[src/rtl/core/rpc_pkg.sv]
// Shared types, constants and token helpers for the run-length paren-count codec.
package rpc_pkg;

    localparam int MAX_LINE = 1023;
    localparam int LINE_W   = $clog2(MAX_LINE + 1);
    localparam int RUN_W    = 10;
    localparam int ACC_W    = 11;
    localparam int TOTAL_W  = 11;
    localparam int RES_MAX  = 8;
    localparam int RES_N_W  = 4;
    localparam int TOK_MAX  = 8;
    localparam int TOK_N_W  = 3;

    localparam logic [RUN_W-1:0]   RUN_CAP     = 10'd1023;
    localparam logic [TOTAL_W:0]   TOTAL_LIMIT = 12'd1024;
    localparam logic [7:0]         ASCII_ZERO  = 8'd48;
    localparam logic [7:0]         ASCII_NINE  = 8'd57;
    localparam logic [7:0]         OPEN_PAREN  = 8'h28;
    localparam logic [7:0]         CLOSE_PAREN = 8'h29;

    typedef enum logic [1:0] {
        PH_PLAIN  = 2'd0,
        PH_DIGITS = 2'd1,
        PH_CHAR   = 2'd2
    } phase_t;

    typedef struct packed {
        logic [7:0] in_byte;
        logic       in_last;
    } in_t;

    typedef struct packed {
        logic [7:0] out_byte;
        logic [9:0] out_count;
        logic       out_last;
        logic       error;
    } out_t;

    // Results of one input beat, handed from the step logic to the result queue
    typedef struct packed {
        logic [RES_N_W-1:0]    n;
        out_t [RES_MAX-1:0]    item;
    } step_res_t;

    // Byte tokens of one flushed run
    typedef struct packed {
        logic [TOK_N_W-1:0]    n;
        logic [TOK_MAX-1:0][7:0] b;
    } tok_t;

    function automatic logic [15:0] bcd_inc(input logic [15:0] v);
        logic [15:0] r;
        logic        c;
        r = v;
        c = 1'b1;
        for (int i = 0; i < 4; i++)
        begin
            if (c)
            begin
                if (v[4*i +: 4] == 4'd9)
                begin
                    r[4*i +: 4] = 4'd0;
                end
                else
                begin
                    r[4*i +: 4] = v[4*i +: 4] + 4'd1;
                    c = 1'b0;
                end
            end
        end
        return r;
    endfunction

    // One or two plain bytes, or '(' digits ')' byte for runs of three and more
    function automatic tok_t flush_tokens(input logic [7:0] ch, input logic [RUN_W-1:0] run,
                                          input logic [15:0] bcd);
        tok_t       t;
        logic [2:0] nd;
        logic [3:0] dg;
        t.n = '0;
        t.b = '0;
        dg  = '0;
        if (bcd[15:12] != 4'd0)
            nd = 3'd4;
        else if (bcd[11:8] != 4'd0)
            nd = 3'd3;
        else if (bcd[7:4] != 4'd0)
            nd = 3'd2;
        else
            nd = 3'd1;
        if (run == RUN_W'(1))
        begin
            t.n    = 3'd1;
            t.b[0] = ch;
        end
        else if (run == RUN_W'(2))
        begin
            t.n    = 3'd2;
            t.b[0] = ch;
            t.b[1] = ch;
        end
        else if (run != '0)
        begin
            t.n = nd + 3'd3;
            for (int k = 0; k < TOK_MAX; k++)
            begin
                if (k == 0)
                begin
                    t.b[k] = OPEN_PAREN;
                end
                else if (k <= int'(nd))
                begin
                    dg     = bcd[4*(int'(nd) - k) +: 4];
                    t.b[k] = ASCII_ZERO + 8'(dg);
                end
                else if (k == int'(nd) + 1)
                begin
                    t.b[k] = CLOSE_PAREN;
                end
                else if (k == int'(nd) + 2)
                begin
                    t.b[k] = ch;
                end
            end
        end
        return t;
    endfunction

endpackage

[src/rtl/core/rpc_step.sv]
// Line state registers and the single-pass step logic for pack and unpack.
module rpc_step (
    input  logic               clk,
    input  logic               rst_n,
    input  logic               cfg_we,
    input  logic               cfg_mode,
    input  logic               go,
    input  rpc_pkg::in_t       item,
    output rpc_pkg::step_res_t res
);

    logic                          mode_reg, mode_next;
    logic [7:0]                    prev_reg, prev_next;
    logic [rpc_pkg::RUN_W-1:0]     run_reg, run_next;
    logic [15:0]                   bcd_reg, bcd_next;
    logic [rpc_pkg::LINE_W-1:0]    line_reg, line_next;
    rpc_pkg::phase_t               phase_reg, phase_next;
    logic [rpc_pkg::ACC_W-1:0]     acc_reg, acc_next;
    logic [rpc_pkg::TOTAL_W-1:0]   total_reg, total_next;
    logic                          err_reg, err_next;

    logic [rpc_pkg::LINE_W-1:0]    line_inc;
    logic                          extend;
    logic [rpc_pkg::RUN_W-1:0]     new_run;
    logic [15:0]                   new_bcd;
    rpc_pkg::tok_t                 fa, fb;
    logic [rpc_pkg::TOK_N_W-1:0]   na, nb, j;
    logic                          raise, clear;
    logic                          is_digit;
    logic [14:0]                   acc_mul;
    logic [rpc_pkg::TOTAL_W:0]     sum_char, sum_one;

    always_comb
    begin
        line_inc = (line_reg < rpc_pkg::LINE_W'(rpc_pkg::MAX_LINE)) ?
                   line_reg + rpc_pkg::LINE_W'(1) : line_reg;
        extend   = (run_reg != '0) && (item.in_byte == prev_reg) && (run_reg < rpc_pkg::RUN_CAP);
        new_run  = extend ? run_reg + rpc_pkg::RUN_W'(1) : rpc_pkg::RUN_W'(1);
        new_bcd  = extend ? rpc_pkg::bcd_inc(bcd_reg) : 16'h0001;
        fa       = rpc_pkg::flush_tokens(prev_reg, run_reg, bcd_reg);
        fb       = rpc_pkg::flush_tokens(item.in_byte, new_run, new_bcd);
        na       = extend ? '0 : fa.n;
        nb       = item.in_last ? fb.n : '0;
        is_digit = (item.in_byte >= rpc_pkg::ASCII_ZERO) && (item.in_byte <= rpc_pkg::ASCII_NINE);
        acc_mul  = (15'(acc_reg) << 3) + (15'(acc_reg) << 1) + 15'(item.in_byte[3:0]);
        sum_char = 12'(total_reg) + 12'(acc_reg);
        sum_one  = 12'(total_reg) + 12'd1;
        j        = '0;

        mode_next  = mode_reg;
        prev_next  = prev_reg;
        run_next   = run_reg;
        bcd_next   = bcd_reg;
        line_next  = line_reg;
        phase_next = phase_reg;
        acc_next   = acc_reg;
        total_next = total_reg;
        err_next   = err_reg;
        raise      = 1'b0;
        clear      = 1'b0;
        res        = '0;

        if (cfg_we)
        begin
            mode_next = cfg_mode;
            clear     = 1'b1;
        end
        else if (go)
        begin
            if (err_reg)
            begin
                clear = item.in_last;
            end
            else
            begin
                line_next = line_inc;
                if (line_inc >= rpc_pkg::LINE_W'(rpc_pkg::MAX_LINE))
                begin
                    raise = 1'b1;
                end
                else if (!mode_reg)
                begin
                    prev_next = item.in_byte;
                    run_next  = new_run;
                    bcd_next  = new_bcd;
                    res.n     = rpc_pkg::RES_N_W'(na) + rpc_pkg::RES_N_W'(nb);
                    for (int i = 0; i < rpc_pkg::RES_MAX; i++)
                    begin
                        res.item[i].out_count = 10'd1;
                        if (i < int'(na))
                        begin
                            res.item[i].out_byte = fa.b[i];
                        end
                        else
                        begin
                            j = rpc_pkg::TOK_N_W'(i) - na;
                            res.item[i].out_byte = fb.b[j];
                        end
                    end
                end
                else
                begin
                    unique case (phase_reg)
                        rpc_pkg::PH_DIGITS:
                        begin
                            if (item.in_byte == rpc_pkg::CLOSE_PAREN)
                            begin
                                if (acc_reg == '0 || item.in_last)
                                    raise = 1'b1;
                                else
                                    phase_next = rpc_pkg::PH_CHAR;
                            end
                            else if (is_digit && !item.in_last)
                            begin
                                acc_next = (acc_mul > 15'(rpc_pkg::TOTAL_LIMIT)) ?
                                           rpc_pkg::ACC_W'(rpc_pkg::TOTAL_LIMIT) : acc_mul[10:0];
                            end
                            else
                            begin
                                raise = 1'b1;
                            end
                        end
                        rpc_pkg::PH_CHAR:
                        begin
                            if (sum_char >= rpc_pkg::TOTAL_LIMIT)
                            begin
                                raise = 1'b1;
                            end
                            else
                            begin
                                res.n                    = rpc_pkg::RES_N_W'(1);
                                res.item[0].out_byte     = item.in_byte;
                                res.item[0].out_count    = acc_reg[9:0];
                                total_next               = sum_char[10:0];
                                acc_next                 = '0;
                                phase_next               = rpc_pkg::PH_PLAIN;
                            end
                        end
                        default:
                        begin
                            if (item.in_byte == rpc_pkg::OPEN_PAREN)
                            begin
                                if (item.in_last)
                                begin
                                    raise = 1'b1;
                                end
                                else
                                begin
                                    phase_next = rpc_pkg::PH_DIGITS;
                                    acc_next   = '0;
                                end
                            end
                            else if (sum_one >= rpc_pkg::TOTAL_LIMIT)
                            begin
                                raise = 1'b1;
                            end
                            else
                            begin
                                res.n                 = rpc_pkg::RES_N_W'(1);
                                res.item[0].out_byte  = item.in_byte;
                                res.item[0].out_count = 10'd1;
                                total_next            = sum_one[10:0];
                            end
                        end
                    endcase
                end

                if (raise)
                begin
                    // Error beat ends the line; swallow the rest until the last byte
                    res                    = '0;
                    res.n                  = rpc_pkg::RES_N_W'(1);
                    res.item[0].out_count  = 10'd1;
                    res.item[0].out_last   = 1'b1;
                    res.item[0].error      = 1'b1;
                    clear                  = item.in_last;
                    err_next               = !item.in_last;
                end
                else if (item.in_last)
                begin
                    clear = 1'b1;
                    for (int i = 0; i < rpc_pkg::RES_MAX; i++)
                    begin
                        if (rpc_pkg::RES_N_W'(i) + rpc_pkg::RES_N_W'(1) == res.n)
                            res.item[i].out_last = 1'b1;
                    end
                end
            end
        end

        if (clear)
        begin
            prev_next  = '0;
            run_next   = '0;
            bcd_next   = '0;
            line_next  = '0;
            phase_next = rpc_pkg::PH_PLAIN;
            acc_next   = '0;
            total_next = '0;
            err_next   = 1'b0;
        end
    end

    always_ff @(posedge clk or negedge rst_n)
    begin
        if (!rst_n)
        begin
            mode_reg  <= 1'b0;
            prev_reg  <= '0;
            run_reg   <= '0;
            bcd_reg   <= '0;
            line_reg  <= '0;
            phase_reg <= rpc_pkg::PH_PLAIN;
            acc_reg   <= '0;
            total_reg <= '0;
            err_reg   <= 1'b0;
        end
        else
        begin
            mode_reg  <= mode_next;
            prev_reg  <= prev_next;
            run_reg   <= run_next;
            bcd_reg   <= bcd_next;
            line_reg  <= line_next;
            phase_reg <= phase_next;
            acc_reg   <= acc_next;
            total_reg <= total_next;
            err_reg   <= err_next;
        end
    end

endmodule

[src/rtl/core/rpc_outq.sv]
// Result queue: one beat's results, one out per cycle while out_ready is high.
module rpc_outq (
    input  logic               clk,
    input  logic               rst_n,
    input  logic               load,
    input  rpc_pkg::step_res_t load_res,
    output logic               can_load,
    output logic               out_valid,
    input  logic               out_ready,
    output rpc_pkg::out_t      out_data
);

    rpc_pkg::out_t [rpc_pkg::RES_MAX-1:0] q_reg, q_next;
    logic [rpc_pkg::RES_N_W-1:0]           cnt_reg, cnt_next;

    assign out_valid = (cnt_reg != '0);
    assign out_data  = q_reg[0];

    always_comb
    begin
        can_load = (cnt_reg == '0) || (cnt_reg == rpc_pkg::RES_N_W'(1) && out_ready);
        q_next   = q_reg;
        cnt_next = cnt_reg;
        if (load)
        begin
            q_next   = load_res.item;
            cnt_next = load_res.n;
        end
        else if (out_valid && out_ready)
        begin
            // advance the queue by one beat
            for (int i = 0; i < rpc_pkg::RES_MAX - 1; i++)
            begin
                q_next[i] = q_reg[i+1];
            end
            cnt_next = cnt_reg - rpc_pkg::RES_N_W'(1);
        end
    end

    always_ff @(posedge clk)
    begin
        q_reg <= q_next;
    end

    always_ff @(posedge clk or negedge rst_n)
    begin
        if (!rst_n)
            cnt_reg <= '0;
        else
            cnt_reg <= cnt_next;
    end

endmodule

[src/rtl/core/rle_paren_count_codec.sv]
// Top level of the run-length paren-count codec: input register, step logic, result queue.
//
// Input channel (in_valid/in_ready/in_data) takes one character beat per cycle while
// in_ready is high; in_last marks the final character of a line. Output channel
// (out_valid/out_ready/out_data) gives one result beat per cycle while out_ready is
// high. The mode register is written through cfg_valid/cfg_ready/cfg_data (always ready);
// a write also clears all line state, so write it only while the block is idle.
// Mode 0 packs runs of three or more into '(' count ')' byte tokens and leaves shorter
// runs as plain bytes; mode 1 unpacks tokens into byte plus repeat count.
// An accepted character waits in the input register until the step loads its results
// into the result queue. One character per cycle is taken while each gives at most one
// result and out_ready is high. A character that flushes a counted run gives up to 8
// results, which leave the queue one per cycle while out_ready is high; the input
// register then holds the next character until the queue is down to its last beat.
// Reset clears mode to pack, the line state, the input register and the queue.
// When the receiver stalls, the queue holds its head beat, and once the input
// register is also occupied in_ready drops.
module rle_paren_count_codec (
    input  logic          clk,
    input  logic          rst_n,
    input  logic          in_valid,
    output logic          in_ready,
    input  rpc_pkg::in_t  in_data,
    output logic          out_valid,
    input  logic          out_ready,
    output rpc_pkg::out_t out_data,
    input  logic          cfg_valid,
    output logic          cfg_ready,
    input  logic          cfg_data
);

    logic               a_valid_reg, a_valid_next;
    rpc_pkg::in_t       a_item_reg;
    logic               can_load;
    logic               step_go;
    rpc_pkg::step_res_t step_res;

    // The step fires when the queue can take the whole result set of the held beat
    assign step_go   = a_valid_reg && can_load;
    assign in_ready  = !a_valid_reg || can_load;
    assign cfg_ready = 1'b1;

    always_comb
    begin
        a_valid_next = a_valid_reg;
        if (in_valid && in_ready)
            a_valid_next = 1'b1;
        else if (step_go)
            a_valid_next = 1'b0;
    end

    always_ff @(posedge clk or negedge rst_n)
    begin
        if (!rst_n)
            a_valid_reg <= 1'b0;
        else
            a_valid_reg <= a_valid_next;
    end

    // Hold the payload until the step consumes it
    always_ff @(posedge clk)
    begin
        if (in_valid && in_ready)
            a_item_reg <= in_data;
    end

    rpc_step u_step (
        .clk      (clk),
        .rst_n    (rst_n),
        .cfg_we   (cfg_valid && cfg_ready),
        .cfg_mode (cfg_data),
        .go       (step_go),
        .item     (a_item_reg),
        .res      (step_res)
    );

    rpc_outq u_outq (
        .clk       (clk),
        .rst_n     (rst_n),
        .load      (step_go),
        .load_res  (step_res),
        .can_load  (can_load),
        .out_valid (out_valid),
        .out_ready (out_ready),
        .out_data  (out_data)
    );

    a_accept_holds: assert property (@(posedge clk) disable iff (!rst_n)
        in_valid && in_ready |=> a_valid_reg)
        else $error("accepted beat not held in input register");

    a_stall_holds: assert property (@(posedge clk) disable iff (!rst_n)
        a_valid_reg && !step_go |=> a_valid_reg && $stable(a_item_reg))
        else $error("held input beat lost while queue busy");

    a_error_last: assert property (@(posedge clk) disable iff (!rst_n)
        out_valid && out_data.error |-> out_data.out_last)
        else $error("error result not marked as end of line");

    a_count_nonzero: assert property (@(posedge clk) disable iff (!rst_n)
        out_valid |-> out_data.out_count != 10'd0)
        else $error("result with zero repeat count");

endmodule
[config.mk]
export PLATFORM = sky130hd
export DESIGN_NAME = rle_paren_count_codec
export DESIGN_NICKNAME = d
export VERILOG_FILES = /design/src/rtl/core/rpc_pkg.sv /design/src/rtl/core/rpc_step.sv /design/src/rtl/core/rpc_outq.sv /design/src/rtl/core/rle_paren_count_codec.sv
export SDC_FILE = /design/constraint.sdc
export NUM_CORES = 1
export LEC_CHECK = 0
export BUFFER_PORTS_ARGS = -buffer_cell sky130_fd_sc_hd__buf_2
export CAP_MARGIN = 20
export CELL_PAD_IN_SITES_DETAIL_PLACEMENT = 0
export CELL_PAD_IN_SITES_GLOBAL_PLACEMENT = 1
export CORE_ASPECT_RATIO = 0.75
export CORE_MARGIN = 1
export CORE_UTILIZATION = 30
export CTS_BUF_LIST = sky130_fd_sc_hd__clkbuf_2 sky130_fd_sc_hd__clkbuf_4 sky130_fd_sc_hd__clkbuf_8
export CTS_CLUSTER_SIZE = 10
export DETAILED_ROUTE_END_ITERATION = 8
export PLACE_DENSITY = 0.55
export SLEW_MARGIN = 20
export SYNTH_ARGS = -nofsm -noshare
export SYNTH_HDL_FRONTEND = slang
export SYNTH_SLANG_ARGS = --single-unit
[constraint.sdc]
create_clock -name clk -period 7 [get_ports clk]
set_clock_uncertainty 0.2 [all_clocks]
set_input_delay 0.35 -clock clk [delete_from_list [all_inputs] [get_ports clk]]
set_output_delay 0.35 -clock clk [all_outputs]
set_load 0.1 [all_outputs]
==> run summary, run 1 <==
==========================================================================================
Worst-case clock buffer depth                                                            2
Leakage power figure                                                              6.143 nW
Wire length after detailed routing                                            63,100 microns
GR Util All Layers                                                                  0.2499
Layout Cells excl Fill                                                               2,372
Synth Flop Type                                                               sky130_fd_sc_hd__edfxtp_1
DRC marker count from the first detailed-route iteration                             1,850
Average routed wire per standard cell                                         26.60 microns
Setup violations, final                                                                  0
Rows                                                                                    70
Area occupied by registers                                                    0.004850 sq mm
Worst Setup End Kind                                                             flip-flop
Height of the die                                                             195.0 microns
Count of mapped cells out of synthesis                                               1,734
Final Hold Viols                                                                         0
Vias in the first global route                                                      13,510
Count of inserted antenna diode cells                                                    0
Maximum number of pins on one net before global-route repair                            63
Max Transition Viols Final                                                               0
Net count, final                                                                     1,812
Synthesized area per cell                                                      8.590 sq um
Combined area of the multi-input logic cells                                  0.009099 sq mm
Iteration count of the initial detailed-routing pass                                     8
Clock edge transition at the registers on the reported setup and hold paths         110 ps
Maximum level of the CTS H-tree                                                          4
Share of synthesized flip-flops with an asynchronous set or reset                   0.4310
Post-synth EDFFs                                                                        99
Final weighted congestion in routability-driven placement                            1.013
Cell area after technology mapping                                            0.01489 sq mm
Core area                                                                     0.04887 sq mm
Sequential area share after synthesis                                               0.3256
CTS sink cnt                                                                           174
Setup total negative slack                                                            0 ps
Number of distinct standard cells referenced by the synthesized netlist                124
Number of vias after detailed routing                                               14,290
CTS Root Cell                                                                 sky130_fd_sc_hd__clkbuf_8
Normalized max-slew margin                                                          0.2595
Total non-filler cell area in the finished layout                             0.01610 sq mm
Placed cell areas                                                             0.01555 sq mm
Status                                                                        finished, final reports clean
Clock latency on the worst-skew pair                                                540 ps
Post-DP HPWL                                                                  47,790 microns
Seq cells post-synth                                                                   174
Final design utilization                                                            0.3294
Count of warnings emitted by yosys                                                       0
RSZ-0062 raised after global routing                                                    no
Starting utilization of the core area                                               0.3048
Slew at the pin closest to its max-slew limit                                      1097 ps
Maximum fanout along the worst path                                                     20
IO Count                                                                                38
Global-route wire length before repair                                        93,680 microns
Count of cells along the worst register-to-register path                                18
Number of antenna violations at the first check in global routing                        2
Die footprint                                                                 0.05055 sq mm
Number of buffers added by the clock tree synthesis step                                17
Number of routed nets with antenna violations                                            0
Fill cell instance count of the final layout                                         5,244
Cell count of the worst hold path                                                        3
Growth of design area from synthesis to finish                                      8.081%
Crit share post-route                                                               0.9170
Ratio of cells with drive above 1 in the final layout                               0.1177
GRT Residual Overflow                                                                    0
Startpoint type of the worst setup path                                          flip-flop
Inst Count DP                                                                        2,324
Average vias per placed instance                                                     6.026
Max Clk Rate                                                                     155.8 MHz
HP Class                                                                            in2reg
Required time of the critical path                                                 7100 ps
Worst Path Class, Setup                                                            reg2reg
# DRC                                                                                    0
Post-synthesis net count                                                             1,835
Horizontal die dimension                                                      259.3 microns
VDD IR max                                                                        165.4 uV
Critical path arrival                                                              6520 ps
I/O Buffers                                                                             36
Fin crit period                                                                    6419 ps
Max_cap viols                                                                            0
CTS tree                                                                              done
Max FFs per register                                                                    70
Cell area power density                                                       283.1 mW/mm^2
==========================================================================================
==> per-layer routing <==
metal / track usage / part of all wire / vias up
li1: - / - / 6514
met1: 0.3750 / 0.48 / 7082
met2: 0.3606 / 0.42 / 622
met3: 0.05243 / 0.085 / 69
met4: 0.05708 / 0.017 / 6
met5: 0 / 0.00070 / -
==> layout make-up <==
type | count | share of cell area
clock inverters | 13 | 0.008316
multi-input cells | 1349 | 0.5652
clock buffers | 19 | 0.01547
repair buffers | 98 | 0.04275
inverters | 71 | 0.01663
well taps | 648 | 0.05037
flip-flops and latches | 174 | 0.3013
==> repair_timing <==
item	in CTS	in global routing
hold buffers	16	0
buffers inserted	0	0
endpoints found under the setup margin	0	0
resized for setup	0	0
endpoints found under the hold margin	25	0
==> through the flow <==
step | total power, mW | hold WS (ps) | worst slack, ps
5_1_grt | 4.746 | 171.4 | 189.3
3_5_place_dp | 3.764 | 11.38 | 641.8
2_1_floorplan | 3.054 | -145.6 | 2322
6_report | 4.557 | 157.4 | 580.8
4_1_cts | 4.539 | 129.4 | 625.8
3_3_place_gp | 3.788 | 14.39 | 725.4
==> critical path, cell delays in order (launching register included) <==
cell                      delay (ps)
sky130_fd_sc_hd__dfrtp_1         460
sky130_fd_sc_hd__inv_1           130
sky130_fd_sc_hd__ha_1            270
sky130_fd_sc_hd__and3b_1         620
sky130_fd_sc_hd__nand3_4         260
sky130_fd_sc_hd__o31ai_4         480
sky130_fd_sc_hd__nor3_2           60
sky130_fd_sc_hd__buf_4           250
sky130_fd_sc_hd__nor3_1          510
sky130_fd_sc_hd__ha_1            560
sky130_fd_sc_hd__ha_1            430
sky130_fd_sc_hd__nand2_1         190
sky130_fd_sc_hd__nand3_1          90
sky130_fd_sc_hd__or4_1           420
sky130_fd_sc_hd__o21ai_1         360
sky130_fd_sc_hd__a22oi_1         230
sky130_fd_sc_hd__o21ai_0         190
sky130_fd_sc_hd__o21ai_0          90
sky130_fd_sc_hd__o21ai_0         380
==> worst paths after layout <==
| check | startpoint | endpoint | slack, ps |
|---|---|---|---|
| setup reg to reg | u_step.bcd_reg[1] | u_outq.q_reg[134] | 580 |
| min in group asynchronous | rst_n | u_step.line_reg[8] | 380 |
| hold / removal | cfg_valid | u_step.line_reg[8] | 160 |
| hold reg to reg | u_outq.q_reg[122] | u_outq.q_reg[102] | 330 |
| setup / recovery | u_step.bcd_reg[1] | u_outq.q_reg[134] | 580 |
| max in group asynchronous | rst_n | u_outq.cnt_reg[0] | 5480 |
==> where the power goes <==
group          internal [mW]  switching (mW)  leakage [nW]  total [mW]
Sequential              1.47           0.203          2.01        1.67
Clock                  0.296           0.449         0.189       0.746
Combinational          0.541            1.60          3.94        2.14
Total                   2.31            2.25          6.14        4.56
==> cells in the final DEF, fill, tap and decap left out, types with 41 or more instances in the layout <==
cell type	instances
sky130_fd_sc_hd__o31ai_1	49
sky130_fd_sc_hd__ha_1	82
sky130_fd_sc_hd__inv_1	65
sky130_fd_sc_hd__dfrtp_1	75
sky130_fd_sc_hd__edfxtp_1	99
sky130_fd_sc_hd__nor3_1	41
sky130_fd_sc_hd__a21oi_1	107
sky130_fd_sc_hd__nand3_1	60
sky130_fd_sc_hd__nand2_1	209
sky130_fd_sc_hd__o21ai_0	119
sky130_fd_sc_hd__buf_4	47
sky130_fd_sc_hd__nor2_1	113
==> synthesized netlist by cell type, drive strengths merged (11+ instances only) <==
master   number  area (sq um)
nand3        64         355.3
nand2b       18         112.6
o21ai       133         673.2
a21o         16         120.1
edfxtp       99          2973
o211ai       13         97.59
a21oi       110         561.8
nor4         18         157.7
clkbuf       66         249.0
buf          74         462.9
dfrtp        75          1877
mux2i        12         120.1
a32oi        12         105.1
xnor2        13         113.9
a211oi       14         110.1
o22ai        13         81.33
and2         11         68.82
xor2         20         175.2
a2bb2oi      12         105.1
nand2       211         799.5
nor2        124         538.0
and3         29         181.4
nor3         45         235.2
a22oi        28         220.2
a32o         12         120.1
o31ai        52         422.9
ha           82          1026
nand4        31         200.2
a31oi        36         240.2
o21a         14         105.1
inv          71         266.5
==> kinds of logic (layout without fill, tap and decap cells) <==
group,count (synthesis),in the layout,share of synthesized area
simple gates,624,624,0.2188
compound gates,583,583,0.2771
buf+inv,211,201,0.06569
flops,174,174,0.3256
fa+ha+maj,86,86,0.07426
xor+xnor,33,33,0.01941
mux,22,22,0.01890
other cells,1,1,0.0002518
Power figures use the tool's default switching activity.
==> run 2, diff against run 1 <==
--- a/config.mk
+++ b/config.mk
@@ -16,6 +16,7 @@
 export CTS_CLUSTER_SIZE = 10
 export DETAILED_ROUTE_END_ITERATION = 8
 export PLACE_DENSITY = 0.55
+export REMOVE_ABC_BUFFERS = 1
 export SLEW_MARGIN = 20
 export SYNTH_ARGS = -nofsm -noshare
 export SYNTH_HDL_FRONTEND = slang
==> run 2 against run 1 <==
Effect of this change: cell area fell by 0.57%; global-route usage shrank 0.64 points; first-iteration DRC count is 10% lower; combinational power down 3%; wire length decreased by 3.1%; critical path type unchanged; critical endpoint is now u_outq.q_reg[93].
==> run summary, run 2 (same netlist as run 1, synthesis figures left out) <==
==========================================================================================
Status                                                                        finished, final reports clean
Wire length after detailed routing                                            61,140 microns
Top library cells by usage in the layout, fill and taps aside                 sky130_fd_sc_hd__nand2_1, sky130_fd_sc_hd__o21ai_0, sky130_fd_sc_hd__nor2_1, sky130_fd_sc_hd__a21oi_1, sky130_fd_sc_hd__edfxtp_1
Clock latency on the worst-skew pair                                                550 ps
Setup slack, reg-to-reg                                                             500 ps
Maximum level of the CTS H-tree                                                          4
GRT Residual Overflow                                                                    0
Starting utilization of the core area                                               0.3048
Delay contributed by the slowest stage of the critical path                         610 ps
Vias in the first global route                                                      13,610
GR Util All Layers                                                                  0.2435
IO Count                                                                                38
Max_cap viols                                                                            0
CTS sink cnt                                                                           174
Worst Min Path Start                                                             cfg_valid
Global-route layer with the greatest usage                                            met1
CTS tree                                                                              done
Cell area power density                                                       280.2 mW/mm^2
Number of antenna violations at the first check in global routing                        4
Maximum number of pins on one net before global-route repair                            76
Number of vias after detailed routing                                               14,310
Area occupied by registers                                                    0.004850 sq mm
Cell type with the highest occurrence count on the critical path              sky130_fd_sc_hd__ha_1
Max FFs per register                                                                    70
I/O Buffers                                                                             36
RSZ-0062 raised after global routing                                                    no
Required time of the critical path                                                 7220 ps
Max Transition Viols Final                                                               0
Ratio of cells with drive above 1 in the final layout                               0.1120
Average vias per placed instance                                                     6.053
DRC marker count from the first detailed-route iteration                             1,660
Met3 routing resource usage after global routing                                   0.05595
Global-route wire length before repair                                        91,740 microns
Worst-case clock buffer depth                                                            2
Combined area of the multi-input logic cells                                  0.009097 sq mm
Crit share post-route                                                               0.9292
Critical path arrival                                                              6730 ps
Cell count of the worst hold path                                                        3
Normalized max-slew margin                                                          0.2951
Setup violations, final                                                                  0
Height of the die                                                             195.0 microns
Ordered list of cells on the worst path                                       ha_1, and3b_1, nand3_4, o31ai_4, nor3_2, nor3_1, ha_1, ha_1, inv_1, a21oi_1, nand3_1, mux2_1, a31oi_1, a31oi_1, a211oi_1, a221o_1
Post-DP HPWL                                                                  45,450 microns
Hold path endpoint                                                            u_step.line_reg[6]
Worst Path Class, Setup                                                            reg2reg
Rows                                                                                    70
Clock edge transition at the registers on the reported setup and hold paths         110 ps
Worst Setup End Kind                                                             flip-flop
# DRC                                                                                    0
Net count, final                                                                     1,802
Cell with the largest stage delay on the worst path                           sky130_fd_sc_hd__and3b_1
Number of routed nets with antenna violations                                            0
Iteration count of the initial detailed-routing pass                                     6
Max Clk Rate                                                                     153.7 MHz
Final Hold Viols                                                                         0
Core area                                                                     0.04887 sq mm
Count of cells along the worst register-to-register path                                16
Growth of design area from synthesis to finish                                      7.460%
Horizontal die dimension                                                      259.3 microns
Launching point of the worst reg2reg path                                     u_step.bcd_reg[0]
Reg2reg end                                                                   u_outq.q_reg[93]
Total power consumption of the routed design                                      4.485 mW
Maximum fanout along the worst path                                                     16
Slew at the pin closest to its max-slew limit                                      1050 ps
Die footprint                                                                 0.05055 sq mm
Startpoint type of the worst setup path                                          flip-flop
GR met2 Demand/Resource                                                             0.3535
Total setup buffers inserted after CTS                                                   0
Number of buffers added by the clock tree synthesis step                                17
Fin crit period                                                                    6505 ps
Most frequent standard cell in the layout excluding fill and tap cells        sky130_fd_sc_hd__nand2_1
Fill cell instance count of the final layout                                         5,226
Final design utilization                                                            0.3275
Final weighted congestion in routability-driven placement                           0.9761
Setup total negative slack                                                            0 ps
Met1 layer usage reported by global route                                           0.3594
VDD IR max                                                                        187.9 uV
CTS Root Cell                                                                 sky130_fd_sc_hd__clkbuf_8
Average routed wire per standard cell                                         25.86 microns
Leakage power figure                                                              6.085 nW
HP Class                                                                            in2reg
==========================================================================================
## run 2: cell types whose count changed in the layout (fill, tap and decap cells not counted), moves of 2 or more
cell	change
sky130_fd_sc_hd__buf_4	-11
sky130_fd_sc_hd__diode_2	+2
sky130_fd_sc_hd__clkbuf_4	-2
sky130_fd_sc_hd__clkinv_1	+2
## run 2: routing by layer
layer,up-vias,share of wire
li1,6498,-
met3,82,0.086
met2,623,0.42
met5,-,0.00092
met1,7105,0.47
met4,2,0.022
## run 2: repair_timing
item | 4_1_cts | 5_1_grt
hold endpoints to repair | 31 | 0
gates resized for setup | 0 | 0
hold buffers | 16 | 0
## run 2: worst max-delay path by stage
stage	from	endpoint	slack, ps	cells after the start
final	u_step.bcd_reg[0]	u_outq.q_reg[93]	500	16
after floorplan	u_outq.cnt_reg[0]	u_step.run_reg[9]	1210	10
after global placement	u_step.bcd_reg[0]	u_outq.q_reg[93]	820	16
after global routing	u_step.bcd_reg[0]	u_outq.q_reg[93]	310	16
after CTS	u_step.bcd_reg[0]	u_outq.q_reg[93]	660	16
after detailed placement	u_step.bcd_reg[0]	u_outq.q_reg[93]	690	16
## run 2: stage by stage
stage          area (sq um)  hold slack [ps]  instances  worst slack [ps]
6_report              16010            199.3       2364             495.3
5_1_grt               16000            197.9       2362             306.9
3_3_place_gp          15490            63.22       2314             817.8
2_1_floorplan         14180           -145.6       1594              1207
3_5_place_dp          15490            67.05       2314             694.8
4_1_cts               16010            148.8       2362             664.7
## run 2: area by class of cell
cell class                 count  area share
clock inverter                14    0.006645
timing repair buffer          88     0.03877
sequential                   174      0.3030
multi-input combinational   1349      0.5684
tap                          648     0.05066
clock buffer                  18     0.01548
antenna                        2   0.0003127
inverter                      71     0.01673
## run 2: where the power goes
part	internal, mW	total, mW	switching, mW
Combinational	0.523	2.08	1.56
Sequential	1.47	1.68	0.216
Clock	0.259	0.718	0.459
## run 2: critical path: cells and delay by family, from the launching register on
family | cells | cell delay, ps
flops | 1 | 600
fa+ha+maj | 3 | 1290
mux | 1 | 290
buf+inv | 1 | 160
simple gates | 5 | 1710
compound gates | 6 | 2150
==> run 3, diff against run 2 <==
--- a/config.mk
+++ b/config.mk
@@ -6,16 +6,15 @@
 export NUM_CORES = 1
 export LEC_CHECK = 0
 export BUFFER_PORTS_ARGS = -buffer_cell sky130_fd_sc_hd__buf_2
-export CAP_MARGIN = 20
 export CELL_PAD_IN_SITES_DETAIL_PLACEMENT = 0
 export CELL_PAD_IN_SITES_GLOBAL_PLACEMENT = 1
 export CORE_ASPECT_RATIO = 0.75
 export CORE_MARGIN = 1
-export CORE_UTILIZATION = 30
+export CORE_UTILIZATION = 47
 export CTS_BUF_LIST = sky130_fd_sc_hd__clkbuf_2 sky130_fd_sc_hd__clkbuf_4 sky130_fd_sc_hd__clkbuf_8
 export CTS_CLUSTER_SIZE = 10
 export DETAILED_ROUTE_END_ITERATION = 8
-export PLACE_DENSITY = 0.55
+export PLACE_DENSITY_LB_ADDON = 0.1
 export REMOVE_ABC_BUFFERS = 1
 export SLEW_MARGIN = 20
 export SYNTH_ARGS = -nofsm -noshare
==> run 3 against run 2 <==
Effect of this change: first-iteration DRC count is 12% higher; register-to-register slack hardly changed; combinational power is 2% lower; via count is 0.31% higher; utilization is 18 points higher; die area is 36% lower; highest routed layer is now met4.
==> run summary, run 3 (same netlist as run 1, synthesis figures left out) <==
==========================================================================================
Status                                                                        finished, final reports clean
Die footprint                                                                 0.03241 sq mm
Count of cells along the worst register-to-register path                                17
Max Clk Rate                                                                     153.4 MHz
Global-route wire length before repair                                        86,310 microns
Fill cell instance count of the final layout                                         3,028
Final Hold Viols                                                                         0
Normalized max-slew margin                                                          0.3319
Critical path arrival                                                              6700 ps
Total non-filler cell area in the finished layout                             0.01571 sq mm
Maximum number of pins on one net before global-route repair                            73
Number of buffers added by the clock tree synthesis step                                17
RSZ-0062 raised after global routing                                                    no
Setup slack, reg-to-reg                                                             480 ps
Worst Path Class, Setup                                                            reg2reg
Rows                                                                                    56
Total power consumption of the routed design                                      4.546 mW
CTS sink cnt                                                                           174
Int Power                                                                         2.357 mW
Starting utilization of the core area                                               0.4766
Setup violations, final                                                                  0
Number of routed nets with antenna violations                                            0
Setup total negative slack                                                            0 ps
Max Transition Viols Final                                                               0
Startpoint type of the worst setup path                                          flip-flop
Maximum level of the CTS H-tree                                                          4
Final weighted congestion in routability-driven placement                            1.042
HP Class                                                                          in2async
Clock latency on the worst-skew pair                                                520 ps
# DRC                                                                                    0
Core area                                                                     0.03125 sq mm
CTS tree                                                                              done
Relative contribution of sequential cells to total power                             0.373
Launching point of the worst reg2reg path                                     u_step.bcd_reg[0]
Fin crit period                                                                    6517 ps
Horizontal die dimension                                                      207.6 microns
IO Count                                                                                38
Average routed wire per standard cell                                         27.26 microns
CTS Root Cell                                                                 sky130_fd_sc_hd__clkbuf_8
Slew at the pin closest to its max-slew limit                                      1000 ps
Vias in the first global route                                                      13,210
Average vias per placed instance                                                     6.787
Net Sw Frac                                                                         0.4816
Maximum fanout along the worst path                                                     20
Net count, final                                                                     1,795
Max_cap viols                                                                            0
Cell area power density                                                       289.3 mW/mm^2
VDD IR max                                                                        234.0 uV
Ratio of cells with drive above 1 in the final layout                               0.1107
Proportion of power drawn by the clock network                                       0.177
Worst-case clock buffer depth                                                            2
Growth of design area from synthesis to finish                                      5.502%
Wire length after detailed routing                                            57,660 microns
Height of the die                                                             156.2 microns
Iteration count of the initial detailed-routing pass                                     6
GRT Residual Overflow                                                                    0
Max FFs per register                                                                    70
GR Util All Layers                                                                  0.3560
Top library cells by usage in the layout, fill and taps aside                 sky130_fd_sc_hd__nand2_1, sky130_fd_sc_hd__o21ai_0, sky130_fd_sc_hd__nor2_1, sky130_fd_sc_hd__a21oi_1, sky130_fd_sc_hd__edfxtp_1
Combinational power share                                                            0.450
Reported net switching power                                                      2.189 mW
Number of vias after detailed routing                                               14,350
Cts-stage hold buffer count                                                             14
Crit share post-route                                                               0.9311
Total setup buffers inserted after CTS                                                   0
Final hold slack                                                                  82.71 ps
Number of resized instances in the post-cts repair step                                  0
Number of antenna violations at the first check in global routing                        1
Most frequent standard cell in the layout excluding fill and tap cells        sky130_fd_sc_hd__nand2_1
Clock edge transition at the registers on the reported setup and hold paths         110 ps
Leakage power figure                                                              6.082 nW
Final design utilization                                                            0.5028
Required time of the critical path                                                 7180 ps
Post-DP HPWL                                                                  42,600 microns
DRC marker count from the first detailed-route iteration                             1,867
Placed cell areas                                                             0.01514 sq mm
Reg2reg end                                                                   u_outq.q_reg[93]
I/O Buffers                                                                             36
Worst Setup End Kind                                                             flip-flop
==========================================================================================
==> run 3: cell type report <==
cell class                      count  area (sq um)  share of cell area
Multi-Input combinational cell   1349          9105              0.5794
Sequential cell                   174          4850              0.3086
Timing Repair Buffer               81         555.5             0.03535
Tap cell                          406         508.0             0.03233
Inverter                           71         267.8             0.01704
Clock buffer                       18         241.5             0.01537
Clock inverter                     14         181.4             0.01155
Antenna cell                        2         5.005           0.0003185
==> run 3: worst max-delay path by stage <==
stage	startpoint	to	slack [ps]	cells past startpoint
5_1_grt	u_step.bcd_reg[0]	u_outq.q_reg[94]	220	17
3_5_place_dp	u_step.bcd_reg[0]	u_outq.q_reg[94]	790	17
6_report	u_step.bcd_reg[0]	u_outq.q_reg[93]	480	17
2_1_floorplan	u_outq.cnt_reg[0]	u_step.run_reg[9]	1210	10
3_3_place_gp	u_step.bcd_reg[1]	u_outq.q_reg[94]	910	18
4_1_cts	u_step.bcd_reg[0]	u_outq.q_reg[94]	740	17
==> run 3: power groups by stage <==
stage	clock network, mW	registers, mW	logic (mW)
CTS	0.813	1.68	1.99
floorplan	0	1.91	1.01
global placement	0	1.70	1.98
finish	0.806	1.69	2.04
detailed placement	0	1.70	1.98
global route	0.848	1.71	2.15
==> run 3: metal layers <==
layer	up-vias	part of all wire	track usage
met1	7014	0.45	0.5124
met3	120	0.092	0.06965
met4	0	0.033	0.1265
met2	740	0.43	0.5283
li1	6480	-	-
met5	-	0	0
==> run 3: critical path, cell delays in order (launching register included) <==
cell and delay (ps):
sky130_fd_sc_hd__dfrtp_1 600, sky130_fd_sc_hd__ha_1 320, sky130_fd_sc_hd__and3b_1 640, sky130_fd_sc_hd__nand3_4 260, sky130_fd_sc_hd__o31ai_4 550, sky130_fd_sc_hd__nor3_2 60, sky130_fd_sc_hd__buf_4 250, sky130_fd_sc_hd__nor3_1 490
sky130_fd_sc_hd__ha_1 530, sky130_fd_sc_hd__ha_1 390, sky130_fd_sc_hd__inv_1 180, sky130_fd_sc_hd__a21oi_1 260, sky130_fd_sc_hd__nand3_1 110, sky130_fd_sc_hd__mux2_1 290, sky130_fd_sc_hd__a31oi_1 380, sky130_fd_sc_hd__a31oi_1 190
sky130_fd_sc_hd__a211oi_1 470, sky130_fd_sc_hd__a221o_1 190
==> run 3: through the flow <==
stage	instances	worst slack, ps
CTS	2113	741.4
global route	2113	223.7
detailed placement	2067	794.6
global placement	2067	908.4
finish	2115	482.6
floorplan	1594	1207
